`config.mk`:
```
export PLATFORM = sky130hd
export DESIGN_NAME = idle_trim_qualifier_core_flat
export DESIGN_NICKNAME = d
export VERILOG_FILES = /design/src/design/itq_pkg.sv /design/src/design/itq_req_if.sv /design/src/design/itq_res_if.sv /design/src/design/idle_trim_qualifier_core.sv /design/src/flat_wrapper.sv
export SDC_FILE = /design/constraint.sdc
export NUM_CORES = 2
export LEC_CHECK = 0
export ABC_AREA = 1
export BUFFER_PORTS_ARGS = -buffer_cell sky130_fd_sc_hd__buf_2
export CELL_PAD_IN_SITES_DETAIL_PLACEMENT = 1
export CELL_PAD_IN_SITES_GLOBAL_PLACEMENT = 1
export CORE_UTILIZATION = 25
export CTS_CLUSTER_DIAMETER = 120
export DETAILED_ROUTE_END_ITERATION = 10
export GPL_ROUTABILITY_DRIVEN = 0
export PLACE_DENSITY_LB_ADDON = 0.1
export SYNTH_ARGS = -nofsm -noshare
export SYNTH_HDL_FRONTEND = slang
export SYNTH_SLANG_ARGS = --single-unit
```
`constraint.sdc`:
```
create_clock -name i_clk -period 16 [get_ports i_clk]
set_input_delay 0.8 -clock i_clk [delete_from_list [all_inputs] [get_ports i_clk]]
set_output_delay 0.8 -clock i_clk [all_outputs]
set_load 0.03 [all_outputs]
```
`src/design/itq_pkg.sv`:
```
// Shared types and constants for the idle trim qualifier.
// Holds the transfer payload structs, request/cause codes and register defaults.
// No dependencies; every other design file depends on this package.
package itq_pkg;

    // Width of the wrapping millisecond clock used for all time differences.
    localparam int TIME_BITS = 48;
    typedef logic [TIME_BITS-1:0] t_time;

    localparam int NOW_W      = 48;
    localparam int PIX_W      = 32;
    localparam int CNT_W      = 32;
    localparam int CFG_IDX_W  = 3;
    localparam int CFG_DATA_W = 32;

    // Frames are kept pre-scaled by frames-per-minute so no multiplier sits on the counter.
    localparam int                FPM_SCALE = 60000;
    localparam int                SCALE_W   = 48;
    typedef logic [SCALE_W-1:0]   t_scaled;

    // Request kinds.
    localparam logic [1:0] REQ_FRAME = 2'd0;
    localparam logic [1:0] REQ_CHECK = 2'd1;
    localparam logic [1:0] REQ_FORCE = 2'd2;

    // Trim causes.
    localparam logic [2:0] CAUSE_NONE   = 3'd0;
    localparam logic [2:0] CAUSE_QUIET  = 3'd1;
    localparam logic [2:0] CAUSE_MICRO  = 3'd2;
    localparam logic [2:0] CAUSE_SPARSE = 3'd3;
    localparam logic [2:0] CAUSE_FORCED = 3'd4;

    // Configuration register indexes.
    localparam logic [CFG_IDX_W-1:0] CFG_IDLE_TIMEOUT = 3'd0;
    localparam logic [CFG_IDX_W-1:0] CFG_ATTEMPT_GAP  = 3'd1;
    localparam logic [CFG_IDX_W-1:0] CFG_MICRO_QUIET  = 3'd2;
    localparam logic [CFG_IDX_W-1:0] CFG_MIN_WINDOW   = 3'd3;
    localparam logic [CFG_IDX_W-1:0] CFG_MAX_SPARSE   = 3'd4;

    // Register reset values.
    localparam logic [31:0] IDLE_TIMEOUT_RST = 32'd30000;
    localparam logic [15:0] ATTEMPT_GAP_RST  = 16'd3000;
    localparam logic [15:0] MICRO_QUIET_RST  = 16'd2500;
    localparam logic [15:0] MIN_WINDOW_RST   = 16'd5000;
    localparam logic [15:0] MAX_SPARSE_RST   = 16'd240;

    typedef struct packed {
        logic [1:0]       req_type;
        logic [NOW_W-1:0] now_ms;
        logic [PIX_W-1:0] total_pixels;
        logic [PIX_W-1:0] damaged_pixels;
    } t_req;

    typedef struct packed {
        logic       trim_go;
        logic [2:0] trim_cause;
        logic       frame_counted;
        logic       rate_sampled;
    } t_res;

endpackage

```
`src/design/itq_req_if.sv`:
```
// Request channel of the idle trim qualifier: valid, ready and a t_req payload.
// Depends on itq_pkg.
interface itq_req_if;
    logic          valid;
    logic          ready;
    itq_pkg::t_req data;

    modport source (output valid, output data, input ready);
    modport sink (input valid, input data, output ready);
endinterface

```
`src/design/itq_res_if.sv`:
```
// Result channel of the idle trim qualifier: valid, ready and a t_res payload.
// Depends on itq_pkg.
interface itq_res_if;
    logic          valid;
    logic          ready;
    itq_pkg::t_res data;

    modport source (output valid, output data, input ready);
    modport sink (input valid, input data, output ready);
endinterface

```
`src/design/idle_trim_qualifier_core.sv`:
```
// Idle trim qualifier: decides from timestamped requests when a memory trim may run.
// Depends on itq_pkg, itq_req_if and itq_res_if.
//
// Usage:
// Requests arrive on i_req as valid/ready transfers. Each one is a frame damage report,
// a trim check or a forced trim, stamped with a wrapping millisecond time. Every
// request produces exactly one result transfer on o_res, in request order.
// The configuration registers are written through i_cfg_we / i_cfg_idx / i_cfg_data
// while the block is idle; writes to unused indexes are dropped.
// A request is captured in the input register at its transfer, it is evaluated against
// the stored state once the output register can take its result, and that result is
// held in the output register from then on until the receiver takes it.
// Throughput is one request per cycle while o_res keeps up. The whole evaluation,
// including the one 17 x TIME_BITS multiply of the sparse-rate test, is a single
// combinational step between the input register and the output and state registers.
// When the receiver stalls, the result stays in the output register, one more request
// is still taken into the input register, and only then does i_req.ready fall.
// Synchronous reset empties both registers, clears all timestamps and the frame
// counter, and loads the register defaults.
module idle_trim_qualifier_core (
    input  logic                             i_clk,
    input  logic                             i_rst_n,
    itq_req_if.sink                          i_req,
    itq_res_if.source                        o_res,
    input  logic                             i_cfg_we,
    input  logic [itq_pkg::CFG_IDX_W-1:0]    i_cfg_idx,
    input  logic [itq_pkg::CFG_DATA_W-1:0]   i_cfg_data
);
    import itq_pkg::*;

    // Product of (max_sparse_fpm + 1) and the window length.
    localparam int RP_W  = TIME_BITS + 17;
    // Width of 50 * damaged_pixels + 49.
    localparam int D50_W = PIX_W + 6;

    // Configuration registers.
    logic [31:0] r_idle_timeout;
    logic [15:0] r_attempt_gap;
    logic [15:0] r_brief_quiet;
    logic [15:0] r_min_window;
    logic [15:0] r_max_sparse;

    // Input register.
    logic r_in_valid;
    t_req r_req;

    // Qualifier state.
    t_time             r_last_activity, n_last_activity;
    t_time             r_last_attempt,  n_last_attempt;
    t_time             r_window_start,  n_window_start;
    logic [CNT_W-1:0]  r_frames,        n_frames;
    t_scaled           r_fscaled,       n_fscaled;

    // Output register.
    logic r_out_valid;
    t_res r_res, n_res;

    logic              proc_fire;
    t_time             now_t;
    t_time             attempt_el;
    t_time             quiet_for;
    t_time             window;
    logic [D50_W-1:0]  dam50;
    logic [16:0]       max_p1;
    logic [RP_W-1:0]   rate_prod;
    logic              significant;
    logic              gap_ok;
    logic              quiet;
    logic              micro;
    logic              sample;
    logic              sparse;

    // The input register advances whenever its item can move into the output register.
    assign proc_fire   = r_in_valid && (!r_out_valid || o_res.ready);
    assign i_req.ready = !r_in_valid || proc_fire;
    assign o_res.valid = r_out_valid;
    assign o_res.data  = r_res;

    always_ff @(posedge i_clk) begin
        if (!i_rst_n) begin
            r_idle_timeout <= IDLE_TIMEOUT_RST;
            r_attempt_gap  <= ATTEMPT_GAP_RST;
            r_brief_quiet  <= MICRO_QUIET_RST;
            r_min_window   <= MIN_WINDOW_RST;
            r_max_sparse   <= MAX_SPARSE_RST;
        end else if (i_cfg_we) begin
            unique case (i_cfg_idx)
                CFG_IDLE_TIMEOUT: r_idle_timeout <= i_cfg_data;
                CFG_ATTEMPT_GAP:  r_attempt_gap  <= i_cfg_data[15:0];
                CFG_MICRO_QUIET:  r_brief_quiet  <= i_cfg_data[15:0];
                CFG_MIN_WINDOW:   r_min_window   <= i_cfg_data[15:0];
                CFG_MAX_SPARSE:   r_max_sparse   <= i_cfg_data[15:0];
                default: ;
            endcase
        end
    end

    // Time differences wrap modulo 2^TIME_BITS through the width of t_time.
    always_comb begin
        now_t      = t_time'(r_req.now_ms);
        attempt_el = now_t - r_last_attempt;
        quiet_for  = now_t - r_last_activity;
        window     = now_t - r_window_start;

        // damaged >= floor(total/50) is the same as total <= 50*damaged + 49.
        dam50 = (D50_W'(r_req.damaged_pixels) << 5) + (D50_W'(r_req.damaged_pixels) << 4)
              + (D50_W'(r_req.damaged_pixels) << 1) + D50_W'(49);
        significant = (r_req.total_pixels != '0)
                   && ((r_req.damaged_pixels == '0)
                       || (D50_W'(r_req.total_pixels) <= dam50));

        gap_ok = attempt_el >= t_time'(r_attempt_gap);
        quiet  = quiet_for >= t_time'(r_idle_timeout);
        micro  = quiet_for >= t_time'(r_brief_quiet);
        sample = window >= t_time'(r_min_window);

        // The rate is sparse when frames*60000 < (max+1)*window. A zero window never
        // passes this test, so it needs no case of its own.
        max_p1    = {1'b0, r_max_sparse} + 17'd1;
        rate_prod = RP_W'(max_p1) * RP_W'(window);
        sparse    = sample && (RP_W'(r_fscaled) < rate_prod);
    end

    always_comb begin
        n_last_activity = r_last_activity;
        n_last_attempt  = r_last_attempt;
        n_window_start  = r_window_start;
        n_frames        = r_frames;
        n_fscaled       = r_fscaled;
        n_res           = '0;
        n_res.trim_cause = CAUSE_NONE;

        if (proc_fire) begin
            unique case (r_req.req_type)
                REQ_FRAME: begin
                    if (significant) begin
                        n_last_activity     = now_t;
                        n_res.frame_counted = 1'b1;
                        // The counter saturates; the scaled copy stops with it.
                        if (r_frames != '1) begin
                            n_frames  = r_frames + CNT_W'(1);
                            n_fscaled = r_fscaled + SCALE_W'(FPM_SCALE);
                        end
                    end
                end
                REQ_CHECK: begin
                    // A check inside the attempt gap changes nothing and reports zeros.
                    if (gap_ok) begin
                        if (sample) begin
                            n_frames           = '0;
                            n_fscaled          = '0;
                            n_window_start     = now_t;
                            n_res.rate_sampled = 1'b1;
                        end
                        priority if (quiet) begin
                            n_res.trim_cause = CAUSE_QUIET;
                        end else if (micro) begin
                            n_res.trim_cause = CAUSE_MICRO;
                        end else if (sparse) begin
                            n_res.trim_cause = CAUSE_SPARSE;
                        end else begin
                            n_res.trim_cause = CAUSE_NONE;
                        end
                        if (quiet || micro || sparse) begin
                            n_res.trim_go  = 1'b1;
                            n_last_attempt = now_t;
                        end
                    end
                end
                REQ_FORCE: begin
                    n_res.trim_go    = 1'b1;
                    n_res.trim_cause = CAUSE_FORCED;
                    n_last_attempt   = now_t;
                end
                default: ;
            endcase
        end
    end

    always_ff @(posedge i_clk) begin
        if (!i_rst_n) begin
            r_in_valid      <= 1'b0;
            r_out_valid     <= 1'b0;
            r_last_activity <= '0;
            r_last_attempt  <= '0;
            r_window_start  <= '0;
            r_frames        <= '0;
            r_fscaled       <= '0;
        end else begin
            if (i_req.valid && i_req.ready) begin
                r_in_valid <= 1'b1;
            end else if (proc_fire) begin
                r_in_valid <= 1'b0;
            end

            if (proc_fire) begin
                r_out_valid <= 1'b1;
            end else if (o_res.ready) begin
                r_out_valid <= 1'b0;
            end

            r_last_activity <= n_last_activity;
            r_last_attempt  <= n_last_attempt;
            r_window_start  <= n_window_start;
            r_frames        <= n_frames;
            r_fscaled       <= n_fscaled;
        end
    end

    // Payload registers carry no reset.
    always_ff @(posedge i_clk) begin
        if (i_req.valid && i_req.ready) begin
            r_req <= i_req.data;
        end
        if (proc_fire) begin
            r_res <= n_res;
        end
    end

endmodule

```
`src/flat_wrapper.sv`:
```
// flat-port wrapper written by rule: the top's interface ports become plain ports
module idle_trim_qualifier_core_flat import itq_pkg::*;
  (i_clk, i_rst_n, i_cfg_we, i_cfg_idx, i_cfg_data, i_req_valid, i_req_data, i_req_ready, o_res_valid, o_res_data, o_res_ready);
  itq_req_if i_req_i ();
  itq_res_if o_res_i ();
  input  logic i_clk;
  input  logic i_rst_n;
  input  logic i_cfg_we;
  input  logic [itq_pkg::CFG_IDX_W-1:0] i_cfg_idx;
  input  logic [itq_pkg::CFG_DATA_W-1:0] i_cfg_data;
  input wire logic [$bits(i_req_i.valid)-1:0] i_req_valid;
  input wire logic [$bits(i_req_i.data)-1:0] i_req_data;
  output wire logic [$bits(i_req_i.ready)-1:0] i_req_ready;
  output wire logic [$bits(o_res_i.valid)-1:0] o_res_valid;
  output wire logic [$bits(o_res_i.data)-1:0] o_res_data;
  input wire logic [$bits(o_res_i.ready)-1:0] o_res_ready;
  assign i_req_i.valid = i_req_valid;
  assign i_req_i.data = i_req_data;
  assign i_req_ready = i_req_i.ready;
  assign o_res_valid = o_res_i.valid;
  assign o_res_data = o_res_i.data;
  assign o_res_i.ready = o_res_ready;
  idle_trim_qualifier_core u_core (.i_clk(i_clk), .i_rst_n(i_rst_n), .i_req(i_req_i), .o_res(o_res_i), .i_cfg_we(i_cfg_we), .i_cfg_idx(i_cfg_idx), .i_cfg_data(i_cfg_data));
endmodule
```
Word level (Yosys, flattened, before mapping)
Index checks and enable logic that the tools add are counted.
{ "classes": {"addsub": 9, "n_mul": 1, "order_cmp": 6, "eq_ne": 12, "n_mux": 25, "n_reduce_logical": 29} }
{ "op_table": {"columns": ["cell", "n"], "rows": [
  ["48-bit 2-to-1 mux", 6],
  ["48-bit case mux with 2 select lines", 2],
  ["48-bit by 16-bit greater-or-equal comparator with 1-bit output", 3],
  ["48-bit subtractor", 3],
  ["32-bit 2-to-1 mux", 4],
  ["48-bit by 65-bit < comparator with 1-bit output", 1],
  ["17-bit by 48-bit multiplier with 65-bit output", 1],
  ["32-bit case mux with 2 select lines", 1],
  ["48-bit by 16-bit adder with 48-bit output, second input constant", 1],
  ["48-bit by 32-bit greater-or-equal comparator with 1-bit output", 1],
  ["37-bit by 36-bit adder with 38-bit output", 1],
  ["38-bit by 33-bit adder with 38-bit output", 1],
  ["38-bit by 6-bit adder with 38-bit output, second input constant", 1],
  ["32-bit by 38-bit <= comparator with 1-bit output", 1],
  ["32-bit by 1-bit adder with 32-bit output, second input constant", 1],
  ["32-bit logical NOT", 1],
  ["32-bit inequality test, second input constant", 1],
  ["32-bit nonzero test", 1],
  ["16-bit by 1-bit adder with 17-bit output, second input constant", 1],
  ["2-bit AND reduction", 6],
  ["2-bit by 1-bit inequality test with 1-bit output, second input constant", 5],
  ["4-bit case mux with 2 select lines", 1],
  ["4-bit AND reduction", 2],
  ["2-bit nonzero test", 4],
  ["16 further kinds", 32]
]} }
{ "totals": {"regBits": 442, "in_bits": 154, "elab_cells": 102} }

Longest topological paths before layout
{ "depth": {"word_depth": 9, "mapped_depth": 60, "ltp_nobuf": 58} }

Worst setup path after synthesis
Ideal clock, no wire load.
{ "synth_timing": {"kind": "flip-flop to flip-flop", "from": "reg u_core.r_req, in the netlist u_core.now_t[1]", "to": "reg u_core.r_last_attempt[20]", "setup_time_ps": 115, "t_arrival_ps": 8720, "t_required_ps": 15885, "setup_slack_ps": 7165, "path_stages_with_launch": 56, "path_buffers": 3, "cell_sequence": "edfxtp_1 inv_1 fa_1 inv_1 nand3_1 nand2_2 nand2_1 nand2_2 nand2_1 nand2_1 or2_2 nand2_1 inv_1 clkbuf_1 nand2_1 fa_1 inv_1 fa_1 [... 20 more ...] nor4b_1 nand2_1 nand2_1 nand2_1 nand2_1 nand2_1 nand2_1 nand2_1 nand2_1 nand3_1 nand2_1 nand2_1 nand2_2 nand2_2 buf_6 buf_6 a21oi_1 nor2_1"} }
{ "synth_via": {"elab_chain_len": 7, "word_cells_on_any_way": 15, "cone_classes": "add/sub (3); mul (1); order compare (5); eq/ne (2); reduce/logical (4)"} }
{ "synth_lines": {"columns": ["element", "line_no", "rtl"], "rows": [
  ["start: declaration", "idle_trim_qualifier_core.sv:45", "t_req r_req;"],
  ["start signal: assignment", "idle_trim_qualifier_core.sv:213", "r_req <= i_req.data;"],
  ["48-bit subtractor", "idle_trim_qualifier_core.sv:103", "window = now_t - r_window_start;"],
  ["17-bit by 48-bit multiplier with 65-bit output", "idle_trim_qualifier_core.sv:120", "rate_prod = RP_W'(max_p1) * RP_W'(window);"],
  ["48-bit by 65-bit < comparator with 1-bit output", "idle_trim_qualifier_core.sv:121", "sparse = sample && (RP_W'(r_fscaled) < rate_prod);"],
  ["1-bit logical AND", "idle_trim_qualifier_core.sv:121", null],
  ["1-bit logical OR", "idle_trim_qualifier_core.sv:164", "if (quiet || micro || sparse) begin"],
  ["2-bit by 1-bit inequality test with 1-bit output (no line)", null, null],
  ["4-bit AND reduction (no line) *", null, null],
  ["end signal: assignment", "idle_trim_qualifier_core.sv:203", "r_last_attempt <= n_last_attempt;"],
  ["end: declaration", "idle_trim_qualifier_core.sv:49", "t_time r_last_attempt, n_last_attempt;"]
]} }
Mark *: on every way between the ends. The rest lies on a longest branch, timed or not.
A chain may end at the register's enable or synchronous reset.

Final worst setup path
{ "layout_timing": {"from": "reg u_core.r_req, in the netlist u_core.now_t[0]", "to": "reg u_core.r_last_attempt[39]"} }
The elaborated chain is that of the path after synthesis.

==> flow_metrics.py <==
metrics = {
    "detailed_routing": {
        "drt_pass1_iterations": 5,
        "drc": 0,
        "ant_nets": 0,
        "avgRoutedWirePerCell_um": 21.9,
        "routed_wl_mm": 281,
        "via_count": 59400,
        "viasPerCell": 4.62,
        "drtIter0Drc": 3233,
    },
    "min_path": {
        "hp-class": "input port to flop",
    },
    "timing": {
        "final.setup.tns_ns": 0,
        "fmax_mhz": 78.9,
        "rsz0062_at_grt": "no",
        "slew_violations": 0,
        "setup_viol": 0,
        "fin_crit_ns": 12.67,
        "fin_skew_ns": 0.0490,
        "timing.final.crit_share_pct": 79.2,
        "worstMarginPinSlew_ns": 1.20,
        "hold_violations": 0,
        "maxSlewHeadroom_pct": 20.2,
    },
    "clock_tree": {
        "hold_buffers": 0,
        "cts.htree.levels": 3,
        "root_buffer": "clkbuf_16",
        "cts_sinks": 437,
        "cts_setup_buffers": 0,
        "cts_max_path_buffers": 3,
        "cts_resized": 0,
        "clk_latency_ns": 0.75,
        "cts_tree": "yes",
        "cts_buffers": 68,
        "clkSlewWorstSetupHoldPaths_ns": 0.07,
    },
    "global_routing": {
        "grt_max_degree": 101,
        "grt_pass1_wl_mm": 422,
        "antenna_found_initial": 25,
        "grt_pass1_vias": 63300,
        "overflow": 0,
        "grt_usage_pct": 22.1,
    },
    "setup_path": {
        "path_delay_family": "adder cells",
        "r2r-end": "u_core.r_last_attempt[39]",
        "endpoint_kind": "flop",
        "cp.depth": 53,
        "worst-path-buf-inv": 11,
        "r2r_slack_ns": 3.33,
        "r2r-start": "u_core.now_t[0]",
        "crit_path_end": "u_core.r_last_attempt[39]",
        "critPathMaxStageDelay_ns": 0.69,
        "start_kind": "flop",
        "crit_top_cell": "nand2_1",
        "path_max_fanout": 78,
        "cp.required_ns": 16.61,
        "worstPathArrival_ns": 13.28,
        "critical_path_class": "flop to flop",
        "crit_path_start": "u_core.now_t[0]",
        "cpMaxStageDelayCell": "inv_1",
        "ff2ff_path_depth": 53,
    },
    "yosys": {
        "synth-compound-area-share_pct": 8.04,
        "postSynthAreaPerCell_um2": 6.78,
        "synth_nets": 10800,
        "synthCells": 9361,
        "yosysWarnings": 0,
        "synth_top_family_by_area": "adder cells",
        "ys_types": 60,
        "synth-edff-count": 120,
        "yosys.area_share.simple_pct": 27.4,
        "ys.flop_type": "dfxtp_1",
        "netlist_area_um2": 63400,
        "synth_xor_area_share_pct": 2.14,
        "ys_ff_latch": 437,
        "synthAdderAreaFrac_pct": 33.1,
        "synth_seq_area_share_pct": 15.7,
        "muxShareOfSynthArea_pct": 0,
        "async_reset_ff_share_pct": 0,
    },
    "die": {
        "die_y_um": 506,
        "core_um2": 252000,
        "rows": 184,
        "die_x_um": 506,
        "io_pins": 162,
        "die_area_um2": 256000,
        "initial_core_util_pct": 25.2,
    },
    "placement": {
        "port_buffers": 161,
        "hpwl_mm": 235,
    },
    "cells_and_area": {
        "n_fill_cell": 31500,
        "nNetsFinal": 10800,
        "drive_gt1_share_pct": 4.69,
        "area_growth_pct": 11.1,
    },
    "status": {
        "status": "complete, no violations",
    },
    "job": {
        "maxCapViolations": 0,
    },
}
==> area by class of cell <==
cell class / instances / area [um^2] / area share [%]
well taps: 3348 / 4190 / 5.94
clock buffers: 93 / 1880 / 2.66
clock inverters: 33 / 447 / 0.634
flip-flops and latches: 437 / 9950 / 14.1
repair buffers: 249 / 1480 / 2.09
inverters: 2023 / 7600 / 10.8
multi-input cells: 6660 / 44900 / 63.7
diodes: 9 / 22.5 / 0.0319
==> routing by layer <==
metal / track usage [%] / part of all wire (%) / vias up / wire length [um]
met5: 0 / 0.016 / - / 44
met4: 4.07 / 1.7 / 6 / 4740
met3: 2.08 / 3.5 / 200 / 9930
met2: 35.6 / 45 / 945 / 126000
met1: 31.9 / 50 / 29600 / 141000
li1: - / - / 28600 / -
==> cell usage in the layout, fill, tap and decap left out, drive strengths merged, types with 6 or more instances in the layout <==
| cell | netlist | routed |
|---|---|---|
| a211oi | 7 | 7 |
| a21boi | 6 | 6 |
| a21o | 11 | 11 |
| a21oi | 536 | 536 |
| a31oi | 17 | 17 |
| buf | 70 | 249 |
| clkbuf | 171 | 93 |
| clkinv | 5 | 26 |
| dfxtp | 317 | 317 |
| diode | 0 | 9 |
| edfxtp | 120 | 120 |
| fa | 721 | 721 |
| ha | 523 | 523 |
| inv | 2018 | 2022 |
| nand2 | 2559 | 2559 |
| nand3 | 278 | 278 |
| nand3b | 23 | 23 |
| nand4 | 109 | 109 |
| nor2 | 1156 | 1156 |
| nor3 | 108 | 108 |
| nor4 | 41 | 41 |
| o211ai | 29 | 29 |
| o21a | 6 | 6 |
| o21ai | 292 | 292 |
| o21bai | 40 | 40 |
| or2 | 19 | 19 |
| xnor2 | 56 | 56 |
| xor2 | 95 | 95 |
==> flip-flops by register name (all words and copies together) (netlist names), 16 cells and up <==
register	count
u_core.r_req	66
u_core.r_idle_timeout	32
u_core.r_max_sparse	16
u_core.r_attempt_gap	16
u_core.r_last_attempt	48
u_core.r_min_window	16
u_core.r_last_activity	48
u_core.r_fscaled	43
u_core.r_brief_quiet	16
u_core.r_window_start	48
u_core.r_frames	32
u_core.now_t	48
==> cell usage after synthesis (all sizes together), types with 40 or more instances <==
cell	number	area share [%]
nand2	2559	15
inv	2018	12
nor2	1156	6.9
fa	721	23
a21oi	536	4.3
ha	523	10
dfxtp	317	10
o21ai	292	2.3
nand3	278	2.2
clkbuf	171	1.0
edfxtp	120	5.7
nand4	109	1.1
nor3	108	0.92
xor2	95	1.4
buf	70	0.67
xnor2	56	0.79
nor4	41	0.41
o21bai	40	0.47
==> logic make-up (layout without fill, tap and decap cells) <==
kind of cell	after synthesis	in the layout
buffers and inverters	2264	2398
AO/OA/AOI/OAI	954	954
AND/OR/NAND/NOR	4311	4311
adder cells (fa/ha/maj)	1244	1244
flip-flops	437	437
other	0	9
XOR/XNOR	151	151
==> metrics by stage <==
step                      utilization, %  cells  hold WS [ns]  instance area (um^2)  worst slack, ns
after detailed placement            27.1  12700         0.450                 68100             3.32
after CTS                           28.0  12800         0.153                 70500             3.23
after global routing                28.0  12800         0.190                 70500             2.51
after global placement              27.1  12700         0.443                 68100             3.19
final                               28.0  12900         0.223                 70500             3.33
after floorplan                        -   9361         0.433                 63400             7.16
==> worst min-delay path by stage <==
stage,start,end,slack [ns],depth (start not counted)
3_3_place_gp,u_core.r_last_activity[2],u_core.r_last_activity[2],0.44,2
6_report,i_req_data[79],u_core.now_t[15],0.22,1
3_5_place_dp,u_core.r_last_activity[7],u_core.r_last_activity[7],0.45,2
2_1_floorplan,u_core.r_last_activity[27],u_core.r_last_activity[27],0.43,2
4_1_cts,i_req_data[79],u_core.now_t[15],0.15,1
5_1_grt,i_req_data[72],u_core.now_t[8],0.19,1
Power is not shown: default switching activity piles up to over one toggle a cycle in this logic, so the estimate is an artifact.
